===== src/hdl/ackfr_pkg.sv =====
`timescale 1ns / 1ps
// ---------------------------------------------------------------------------
// ackfr_pkg
// Shared types and constants for the acknowledgement frame receiver.
// ---------------------------------------------------------------------------
package ackfr_pkg;

    // Commands on the input channel
    localparam logic [1:0] CMD_ARM  = 2'd0;
    localparam logic [1:0] CMD_BYTE = 2'd1;
    localparam logic [1:0] CMD_TICK = 2'd2;

    // Result status codes
    localparam logic [1:0] ST_OK       = 2'd0;
    localparam logic [1:0] ST_REJECTED = 2'd1;
    localparam logic [1:0] ST_PROTOCOL = 2'd2;
    localparam logic [1:0] ST_TIMEOUT  = 2'd3;

    // Frame constants
    localparam logic [15:0] CRC_POLY      = 16'h1021;
    localparam logic [15:0] CRC_INIT      = 16'hFFFF;
    localparam logic [7:0]  SOF_A         = 8'hA5;
    localparam logic [7:0]  SOF_B         = 8'h5A;
    localparam logic [7:0]  ACK_TYPE      = 8'h81;
    localparam logic [7:0]  PROTO_VERSION = 8'h01;
    localparam logic [15:0] ACK_LENGTH    = 16'h0001;

    localparam int COUNT_W = 5;

    // Parser verdict for the byte being presented
    typedef struct packed {
        logic       done;
        logic [1:0] status;
        logic [7:0] code;
    } t_parse_res;

endpackage


===== src/hdl/ack_frame_receiver.sv =====
`timescale 1ns / 1ps
// ---------------------------------------------------------------------------
// ack_frame_receiver
// Waits for one acknowledgement frame after an arm word and reports status.
// ---------------------------------------------------------------------------
// Path: an accepted word is held in the input register, processed from there,
//   and its result (if any) is presented from the output register.
// Throughput: one word per cycle unless stalled; the parser's byte-wide
//   CRC update and the tick compare each fit between input and output register.
// Reset: synchronous, active low; clears control state, timeout returns to 100.
module ack_frame_receiver #(
    parameter int MAX_PAYLOAD = 16
) (
    input  logic        i_clk,
    input  logic        i_rst_n,
    // input word channel
    input  logic        i_in_valid,
    output logic        o_in_stall,
    input  logic [1:0]  i_cmd,
    input  logic [7:0]  i_data_byte,
    input  logic [15:0] i_expected_sequence,
    // result word channel
    output logic        o_out_valid,
    input  logic        i_out_stall,
    output logic [1:0]  o_status,
    output logic [7:0]  o_remote_code,
    // configuration write channel (ack_timeout)
    input  logic        i_cfg_valid,
    output logic        o_cfg_ready,
    input  logic [15:0] i_cfg_data
);

    // --- configuration -------------------------------------------------------
    logic [15:0] r_ack_timeout;

    assign o_cfg_ready = 1'b1;

    always_ff @(posedge i_clk) begin
        if (!i_rst_n) begin
            r_ack_timeout <= 16'd100;
        end else if (i_cfg_valid && o_cfg_ready) begin
            r_ack_timeout <= i_cfg_data;
        end
    end

    // --- input register ------------------------------------------------------
    logic        r_in_valid;
    logic [1:0]  r_cmd;
    logic [7:0]  r_byte;
    logic [15:0] r_exp_seq;

    logic out_free;    // output register can take a result this cycle
    logic proc_fire;   // registered word is processed at this edge
    logic in_load;

    assign out_free   = !o_out_valid || !i_out_stall;
    assign proc_fire  = r_in_valid && out_free;
    assign o_in_stall = r_in_valid && !out_free;
    assign in_load    = i_in_valid && !o_in_stall;

    always_ff @(posedge i_clk) begin
        if (!i_rst_n) begin
            r_in_valid <= 1'b0;
        end else if (in_load) begin
            r_in_valid <= 1'b1;
        end else if (proc_fire) begin
            r_in_valid <= 1'b0;
        end
    end

    // payload: no reset needed
    always_ff @(posedge i_clk) begin
        if (in_load) begin
            r_cmd     <= i_cmd;
            r_byte    <= i_data_byte;
            r_exp_seq <= i_expected_sequence;
        end
    end

    // --- wait control --------------------------------------------------------
    logic        r_armed;
    logic [15:0] r_wanted_seq;
    logic [15:0] r_elapsed;

    logic [15:0] elapsed_inc;   // saturating tick count
    logic        timed_out;     // elapsed already at or past the limit
    logic        parse_clear;
    logic        parse_byte;
    ackfr_pkg::t_parse_res parse_res;

    logic        res_valid;
    logic [1:0]  res_status;
    logic [7:0]  res_code;

    assign elapsed_inc = (r_elapsed == 16'hFFFF) ? r_elapsed : r_elapsed + 16'd1;
    assign timed_out   = (r_elapsed >= r_ack_timeout);

    always_comb begin
        parse_clear = 1'b0;
        parse_byte  = 1'b0;
        res_valid   = 1'b0;
        res_status  = ackfr_pkg::ST_OK;
        res_code    = 8'h00;
        if (proc_fire) begin
            if (r_cmd == ackfr_pkg::CMD_ARM) begin
                // a re-arm restarts the wait; zero timeout answers at once
                parse_clear = 1'b1;
                if (r_ack_timeout == 16'd0) begin
                    res_valid  = 1'b1;
                    res_status = ackfr_pkg::ST_TIMEOUT;
                end
            end else if (r_armed && r_cmd == ackfr_pkg::CMD_TICK) begin
                if (elapsed_inc >= r_ack_timeout) begin
                    parse_clear = 1'b1;
                    res_valid   = 1'b1;
                    res_status  = ackfr_pkg::ST_TIMEOUT;
                end
            end else if (r_armed && r_cmd == ackfr_pkg::CMD_BYTE) begin
                // limit may have been lowered mid-wait
                if (timed_out) begin
                    parse_clear = 1'b1;
                    res_valid   = 1'b1;
                    res_status  = ackfr_pkg::ST_TIMEOUT;
                end else begin
                    parse_byte = 1'b1;
                    res_valid  = parse_res.done;
                    res_status = parse_res.status;
                    res_code   = parse_res.code;
                end
            end
        end
    end

    always_ff @(posedge i_clk) begin
        if (!i_rst_n) begin
            r_armed      <= 1'b0;
            r_wanted_seq <= '0;
            r_elapsed    <= '0;
        end else if (proc_fire) begin
            if (r_cmd == ackfr_pkg::CMD_ARM) begin
                r_armed      <= (r_ack_timeout != 16'd0);
                r_wanted_seq <= r_exp_seq;
                r_elapsed    <= '0;
            end else begin
                if (r_armed && r_cmd == ackfr_pkg::CMD_TICK) begin
                    r_elapsed <= elapsed_inc;
                end
                if (res_valid) begin
                    r_armed <= 1'b0;
                end
            end
        end
    end

    ackfr_parser #(
        .MAX_PAYLOAD (MAX_PAYLOAD)
    ) u_parser (
        .i_clk             (i_clk),
        .i_rst_n           (i_rst_n),
        .i_clear           (parse_clear),
        .i_byte_en         (parse_byte),
        .i_byte            (r_byte),
        .i_wanted_sequence (r_wanted_seq),
        .o_res             (parse_res)
    );

    // --- output register -----------------------------------------------------
    logic [1:0] r_status;
    logic [7:0] r_code;
    logic       r_out_valid;

    always_ff @(posedge i_clk) begin
        if (!i_rst_n) begin
            r_out_valid <= 1'b0;
        end else if (proc_fire && res_valid) begin
            r_out_valid <= 1'b1;
        end else if (!i_out_stall) begin
            r_out_valid <= 1'b0;
        end
    end

    always_ff @(posedge i_clk) begin
        if (proc_fire && res_valid) begin
            r_status <= res_status;
            r_code   <= res_code;
        end
    end

    assign o_out_valid   = r_out_valid;
    assign o_status      = r_status;
    assign o_remote_code = r_code;

`ifndef SYNTHESIS
    // a nonzero remote code only comes with a rejection
    a_code_only_rejected: assert property (@(posedge i_clk) disable iff (!i_rst_n)
        o_out_valid && (o_remote_code != 8'h00) |-> o_status == ackfr_pkg::ST_REJECTED)
        else $error("remote code without rejected status");

    // a rejection always carries its nonzero code
    a_rejected_has_code: assert property (@(posedge i_clk) disable iff (!i_rst_n)
        o_out_valid && (o_status == ackfr_pkg::ST_REJECTED) |-> o_remote_code != 8'h00)
        else $error("rejected status with zero code");

    // every result ends the wait
    a_result_disarms: assert property (@(posedge i_clk) disable iff (!i_rst_n)
        proc_fire && res_valid |=> !r_armed)
        else $error("still armed after a result");

    // arm with a zero limit answers timeout on the next cycle
    a_zero_timeout: assert property (@(posedge i_clk) disable iff (!i_rst_n)
        proc_fire && (r_cmd == ackfr_pkg::CMD_ARM) && (r_ack_timeout == 16'd0)
        |=> r_out_valid && (r_status == ackfr_pkg::ST_TIMEOUT))
        else $error("zero timeout did not answer at once");

    // input side only stalls while a word is held
    a_stall_needs_word: assert property (@(posedge i_clk) disable iff (!i_rst_n)
        o_in_stall |-> r_in_valid)
        else $error("stall without a held word");
`endif

endmodule


===== src/hdl/ackfr_parser.sv =====
`timescale 1ns / 1ps
// ---------------------------------------------------------------------------
// ackfr_parser
// Byte-wise frame parser: start hunt, header, payload, CRC and final check.
// ---------------------------------------------------------------------------
module ackfr_parser #(
    parameter int MAX_PAYLOAD = 16
) (
    input  logic                  i_clk,
    input  logic                  i_rst_n,
    input  logic                  i_clear,
    input  logic                  i_byte_en,
    input  logic [7:0]            i_byte,
    input  logic [15:0]           i_wanted_sequence,
    output ackfr_pkg::t_parse_res o_res
);

    localparam logic [1:0] PH_HUNT    = 2'd0;
    localparam logic [1:0] PH_HEADER  = 2'd1;
    localparam logic [1:0] PH_PAYLOAD = 2'd2;
    localparam logic [1:0] PH_CRC     = 2'd3;

    localparam int CW = ackfr_pkg::COUNT_W;

    // MSB-first CRC-16 update over one byte
    function automatic logic [15:0] crc_byte(input logic [15:0] crc, input logic [7:0] b);
        logic [15:0] c;
        c = crc ^ {b, 8'h00};
        for (int i = 0; i < 8; i++) begin
            if (c[15]) begin
                c = {c[14:0], 1'b0} ^ ackfr_pkg::CRC_POLY;
            end else begin
                c = {c[14:0], 1'b0};
            end
        end
        return c;
    endfunction

    logic [1:0]    r_phase,   n_phase;
    logic          r_start,   n_start;
    logic [CW-1:0] r_count,   n_count;
    logic [7:0]    r_version, n_version;
    logic [7:0]    r_type,    n_type;
    logic [15:0]   r_seq,     n_seq;
    logic [15:0]   r_plen,    n_plen;
    logic [7:0]    r_first,   n_first;
    logic [15:0]   r_crc,     n_crc;
    logic [7:0]    r_rcrc,    n_rcrc;   // low CRC byte; the high one is checked on arrival

    logic [15:0]   crc_upd;
    logic [15:0]   count_inc;
    logic [15:0]   rcrc_full;
    logic          frame_bad;

    assign crc_upd   = crc_byte(r_crc, i_byte);
    assign count_inc = {{(16 - CW){1'b0}}, r_count} + 16'd1;
    assign rcrc_full = {i_byte, r_rcrc};
    assign frame_bad = (r_version != ackfr_pkg::PROTO_VERSION)
                    || (r_type != ackfr_pkg::ACK_TYPE)
                    || (r_seq != i_wanted_sequence)
                    || (r_plen != ackfr_pkg::ACK_LENGTH)
                    || (rcrc_full != r_crc);

    always_comb begin
        n_phase   = r_phase;
        n_start   = r_start;
        n_count   = r_count;
        n_version = r_version;
        n_type    = r_type;
        n_seq     = r_seq;
        n_plen    = r_plen;
        n_first   = r_first;
        n_crc     = r_crc;
        n_rcrc    = r_rcrc;
        o_res     = '0;

        unique case (r_phase)
            PH_HUNT: begin
                if (r_start && i_byte == ackfr_pkg::SOF_B) begin
                    n_start = 1'b0;
                    n_phase = PH_HEADER;
                    n_count = '0;
                    n_crc   = ackfr_pkg::CRC_INIT;
                end else begin
                    n_start = (i_byte == ackfr_pkg::SOF_A);
                end
            end
            PH_HEADER: begin
                n_crc = crc_upd;
                unique case (r_count)
                    CW'(0):  n_version = i_byte;
                    CW'(1):  n_type    = i_byte;
                    CW'(2):  n_seq     = {8'h00, i_byte};
                    CW'(3):  n_seq     = {i_byte, r_seq[7:0]};
                    CW'(4):  n_plen    = {8'h00, i_byte};
                    default: n_plen    = {i_byte, r_plen[7:0]};
                endcase
                if (r_count < CW'(5)) begin
                    n_count = r_count + CW'(1);
                end else begin
                    n_count = '0;
                    if (n_plen > 16'(MAX_PAYLOAD)) begin
                        o_res.done   = 1'b1;
                        o_res.status = ackfr_pkg::ST_PROTOCOL;
                    end else if (n_plen == 16'd0) begin
                        n_phase = PH_CRC;
                    end else begin
                        n_phase = PH_PAYLOAD;
                    end
                end
            end
            PH_PAYLOAD: begin
                n_crc = crc_upd;
                if (r_count == '0) begin
                    n_first = i_byte;
                end
                if (count_inc >= r_plen) begin
                    n_count = '0;
                    n_phase = PH_CRC;
                end else begin
                    n_count = count_inc[CW-1:0];
                end
            end
            default: begin
                if (r_count == '0) begin
                    n_rcrc  = i_byte;
                    n_count = CW'(1);
                end else begin
                    o_res.done = 1'b1;
                    if (frame_bad) begin
                        o_res.status = ackfr_pkg::ST_PROTOCOL;
                    end else if (r_first == 8'h00) begin
                        o_res.status = ackfr_pkg::ST_OK;
                    end else begin
                        o_res.status = ackfr_pkg::ST_REJECTED;
                        o_res.code   = r_first;
                    end
                end
            end
        endcase
    end

    always_ff @(posedge i_clk) begin
        if (!i_rst_n || i_clear || (i_byte_en && o_res.done)) begin
            r_phase   <= PH_HUNT;
            r_start   <= 1'b0;
            r_count   <= '0;
            r_version <= '0;
            r_type    <= '0;
            r_seq     <= '0;
            r_plen    <= '0;
            r_first   <= '0;
            r_crc     <= ackfr_pkg::CRC_INIT;
            r_rcrc    <= '0;
        end else if (i_byte_en) begin
            r_phase   <= n_phase;
            r_start   <= n_start;
            r_count   <= n_count;
            r_version <= n_version;
            r_type    <= n_type;
            r_seq     <= n_seq;
            r_plen    <= n_plen;
            r_first   <= n_first;
            r_crc     <= n_crc;
            r_rcrc    <= n_rcrc;
        end
    end

endmodule

===== config.mk =====
export PLATFORM = sky130hd
export DESIGN_NAME = ack_frame_receiver
export DESIGN_NICKNAME = d
export VERILOG_FILES = /design/src/hdl/ackfr_pkg.sv /design/src/hdl/ack_frame_receiver.sv /design/src/hdl/ackfr_parser.sv
export SDC_FILE = /design/constraint.sdc
export NUM_CORES = 1
export LEC_CHECK = 0
export ABC_AREA = 1
export BUFFER_PORTS_ARGS = -buffer_cell sky130_fd_sc_hd__buf_2
export CELL_PAD_IN_SITES_DETAIL_PLACEMENT = 1
export CELL_PAD_IN_SITES_GLOBAL_PLACEMENT = 2
export CORE_MARGIN = 2
export CORE_UTILIZATION = 36
export DETAILED_ROUTE_END_ITERATION = 12
export HOLD_SLACK_MARGIN = 0.05
export PLACE_DENSITY_LB_ADDON = 0.1
export SLEW_MARGIN = 20
export SYNTH_ARGS = -nofsm -noshare
export SYNTH_HDL_FRONTEND = slang
export SYNTH_SLANG_ARGS = --single-unit

===== constraint.sdc =====
create_clock -name i_clk -period 4 [get_ports i_clk]
set_input_delay 0.4 -clock i_clk [delete_from_list [all_inputs] [get_ports i_clk]]
set_output_delay 0.4 -clock i_clk [all_outputs]
set_load 0.03 [all_outputs]

==> results.ini <==
[floorplan]
chipWidth_um=163
rows=58
die_height_um=163
start_util=0.365
ioPinCount=60
core_area_sq_um=25000
die_area_sq_um=26700

[detailed_routing]
dr.pass1.iters=5
vias=8050
totalWireLength_um=28300
wl_per_cell_um=17.7
via_per_inst=5.04
drc=0
drtIter0Drc=412
ant_nets=0

[yosys]
yosysSeqAreaShare=0.423
synth_cell_types=50
ys_warn_count=0
synth_edf_count=36
synth.top_cell.area_share=0.305
yosysTopAreaCell=dfxtp_1
async_flop_share=0
synthCells=1174
ys_ff_latch=175
yosys-top-cells-area=dfxtp_1 (30%), edfxtp_1 (12%), nand2_1 (10%)
ys.flop_type=dfxtp_1
syn-num-nets=1269
avgSynthCellArea_sq_um=7.78
synth_area_sq_um=9130

[critical_path]
crit_path_end_kind=flip-flop
required_ns=4.32
critical_path_class=flip-flop to flip-flop
rrSetupSlack_ns=0.22
start_kind=flip-flop
cp.arrival_ns=4.10
path_cells=ha_1 > inv_1 > nor3_2 > inv_2 > nor3_4 > nand3_4 > nor3_4 > nand3_2 > inv_2 > nor3_1 > xor2_1 > ha_1 > nand2_1 > nor3_2 > buf_4 > nand2_1 > nand3_2 > nor2_2 > o21ai_0 > a21oi_2 > buf_4 > nand2_4 > clkbuf_16 > a21oi_2
reg2regPathDepth=24
critPathSlowestCell=dfxtp_1
timing.rr.start=r_elapsed[0]
cp_max_fo=14
crit_path_max_incr_delay_ns=0.34
timing.rr.end=u_parser.r_plen[11]

[hold_path]
hold_class=primary input to flip-flop
worstHoldStart=i_data_byte[7]
hold_end=r_byte[7]
holdPathStages=1

[cts]
clk_latency_ns=0.44
clk_path_buf_depth=2
root_buffer=clkbuf_16
cts_tree=built
h-tree-depth=4
clkTransAtPathRegs_ns=0.07
cts_buffers=17
cts.sinks=175

[sta]
drv_slew=0
fin_ws_ns=0.223
skew_ns=0.0185
final_hold_viol_count=0
rsz0062_at_grt=yes
timing.final.crit_share=0.944
setup_viol=0
whs_ns=0.135
tns_ns=0
period_minus_slack_ns=3.78
fmax_mhz=265
tightest_slew_ns=0.942
max_slew_margin=0.366

[power_and_ir_drop]
peakVddDrop_mv=0.177
power_switching_w=0.000940
seq_power_share=0.504
power_w=0.00369
pwr-share-clk=0.427
pwr-share-comb=0.069
p_int_w=0.00275
p_leak_nw=4.23
switching_share=0.254
powerDensity_nw_per_um2=346

[status]
status=completed

[finish]
multi_input_area_sq_um=4610
ff_latch_area_sq_um=3860
drive_above_1_share=0.179
area_delta_synth_final_pct=17.0
nets=1348
diodes=0
fillers=3087

[placement]
hpwl_um=20700
portBuffers=58
place_ws_ns=-0.121
gp_congestion=0.816

[global_routing]
grt_overflow_total=0
grt_pass1_wl_um=44400
antenna_found_initial=0
grt_pass1_vias=8105
gr-usage-all-layers=0.215
grt_max_degree=32

[flow_run]
maxCapViolations=0

==> final cells by class <==
| cell class | instances | share of cell area |
|---|---|---|
| Multi-Input combinational cell | 813 | 0.432 |
| Sequential cell | 175 | 0.362 |
| Timing Repair Buffer | 99 | 0.0646 |
| Inverter | 147 | 0.0527 |
| Clock buffer | 20 | 0.0427 |
| Tap cell | 330 | 0.0386 |
| Clock inverter | 12 | 0.00796 |
==> critical path, delay by kind of cell, from the launching register on <==
family | cells | cell delay, ns
buffers and inverters | 6 | 0.81
XOR/XNOR | 1 | 0.16
adder cells (fa/ha/maj) | 2 | 0.44
AND/OR/NAND/NOR | 12 | 1.57
AO/OA/AOI/OAI | 3 | 0.32
flip-flops | 1 | 0.34
==> sequential cells by signal, indices dropped and copies added (netlist names), 5 cells and up <==
name	flops
r_byte	8
r_wanted_seq	16
o_remote_code	8
r_exp_seq	16
r_elapsed	16
u_parser.r_seq	16
u_parser.r_count	5
u_parser.r_rcrc	8
u_parser.r_plen	16
u_parser.r_first	8
u_parser.r_type	8
r_ack_timeout	16
u_parser.r_version	8
u_parser.r_crc	16
==> what timing repair did <==
item	CTS	global route
resized for setup	2	29
buffers inserted	0	7
setup endpoints to repair	98	98
cloned	0	5
pin swaps	0	6
hold buffers	0	0
==> how the worst max path moves through the flow <==
stage / from / end / slack, ns / cells after the start
finish: r_elapsed[0] / u_parser.r_plen[11] / 0.22 / 24
global route: r_elapsed[2] / u_parser.r_type[1] / -0.11 / 25
CTS: r_elapsed[0] / u_parser.r_count[1] / 0.005 / 23
detailed placement: r_elapsed[0] / u_parser.r_count[1] / -0.12 / 21
global placement: r_elapsed[0] / u_parser.r_crc[5] / -0.03 / 23
floorplan: r_elapsed[0] / u_parser.r_crc[10] / 0.62 / 24
==> through the flow <==
step                      instance area (sq um)  cells  utilization
final                                     10700   1596        0.427
after global routing                      10700   1596        0.427
after global placement                     9870   1552        0.394
after CTS                                 10400   1584        0.416
after detailed placement                   9870   1552        0.394
after floorplan                            9130   1174            -
==> synthesized netlist by cell type, types with 7 or more instances <==
master	instances
a21oi_1	109
edfxtp_1	36
nor3b_1	9
clkbuf_1	26
nor4_1	14
dfxtp_1	139
ha_1	48
nand2_1	254
o21ai_0	65
a21oi_2	45
xor2_1	7
a31oi_1	13
nand3_1	25
nor2_1	99
inv_1	142
xnor2_1	17
nor3_1	20
nand4_1	24
o21ai_1	7
o22ai_1	16
==> cells by family (layout without fill, tap and decap cells) <==
family / Yosys count / after routing / share of synthesized area
flip-flops: 175 / 175 / 0.423
AO/OA/AOI/OAI: 268 / 268 / 0.174
other: 1 / 1 / 0.000411
AND/OR/NAND/NOR: 470 / 471 / 0.229
adder cells (fa/ha/maj): 48 / 48 / 0.0658
XOR/XNOR: 24 / 24 / 0.0230
buffers and inverters: 187 / 278 / 0.0841
multiplexers: 1 / 1 / 0.00110
==> per-layer routing <==
layer / vias to the layer above / part of all wire / GRT usage
li1: 4063 / - / -
met1: 3888 / 0.51 / 0.313
met4: 0 / 0.0071 / 0.0463
met5: - / 0 / 0
met2: 87 / 0.46 / 0.343
met3: 12 / 0.024 / 0.0254
==> cells in the final DEF, fill, tap and decap left out, drive strengths merged, types with 2 or more instances in the layout <==
cell type / synthesis / layout
a31oi: 13 / 13
clkbuf: 26 / 23
nor3b: 9 / 9
nor4: 14 / 14
buf: 14 / 96
or2: 4 / 4
clkinv: 1 / 7
a221oi: 2 / 2
a21oi: 154 / 154
nand2: 259 / 260
nand3: 30 / 30
clkinvlp: 0 / 3
edfxtp: 36 / 36
o21a: 2 / 2
o21ai: 72 / 72
ha: 48 / 48
nand4: 25 / 25
nor2: 105 / 105
xnor2: 17 / 17
o22ai: 16 / 16
dfxtp: 139 / 139
inv: 146 / 149
nor3: 23 / 23
o211ai: 2 / 2
xor2: 7 / 7
==> power by group through the flow <==
stage / sequential, W / combinational (W) / clock [W]
floorplan: 0.00189 / 0.000144 / 0
global placement: 0.00190 / 0.000233 / 0
detailed placement: 0.00190 / 0.000236 / 0
CTS: 0.00186 / 0.000236 / 0.00163
global route: 0.00187 / 0.000285 / 0.00168
finish: 0.00186 / 0.000255 / 0.00158
No activity file was read; power rests on OpenSTA's default activity.
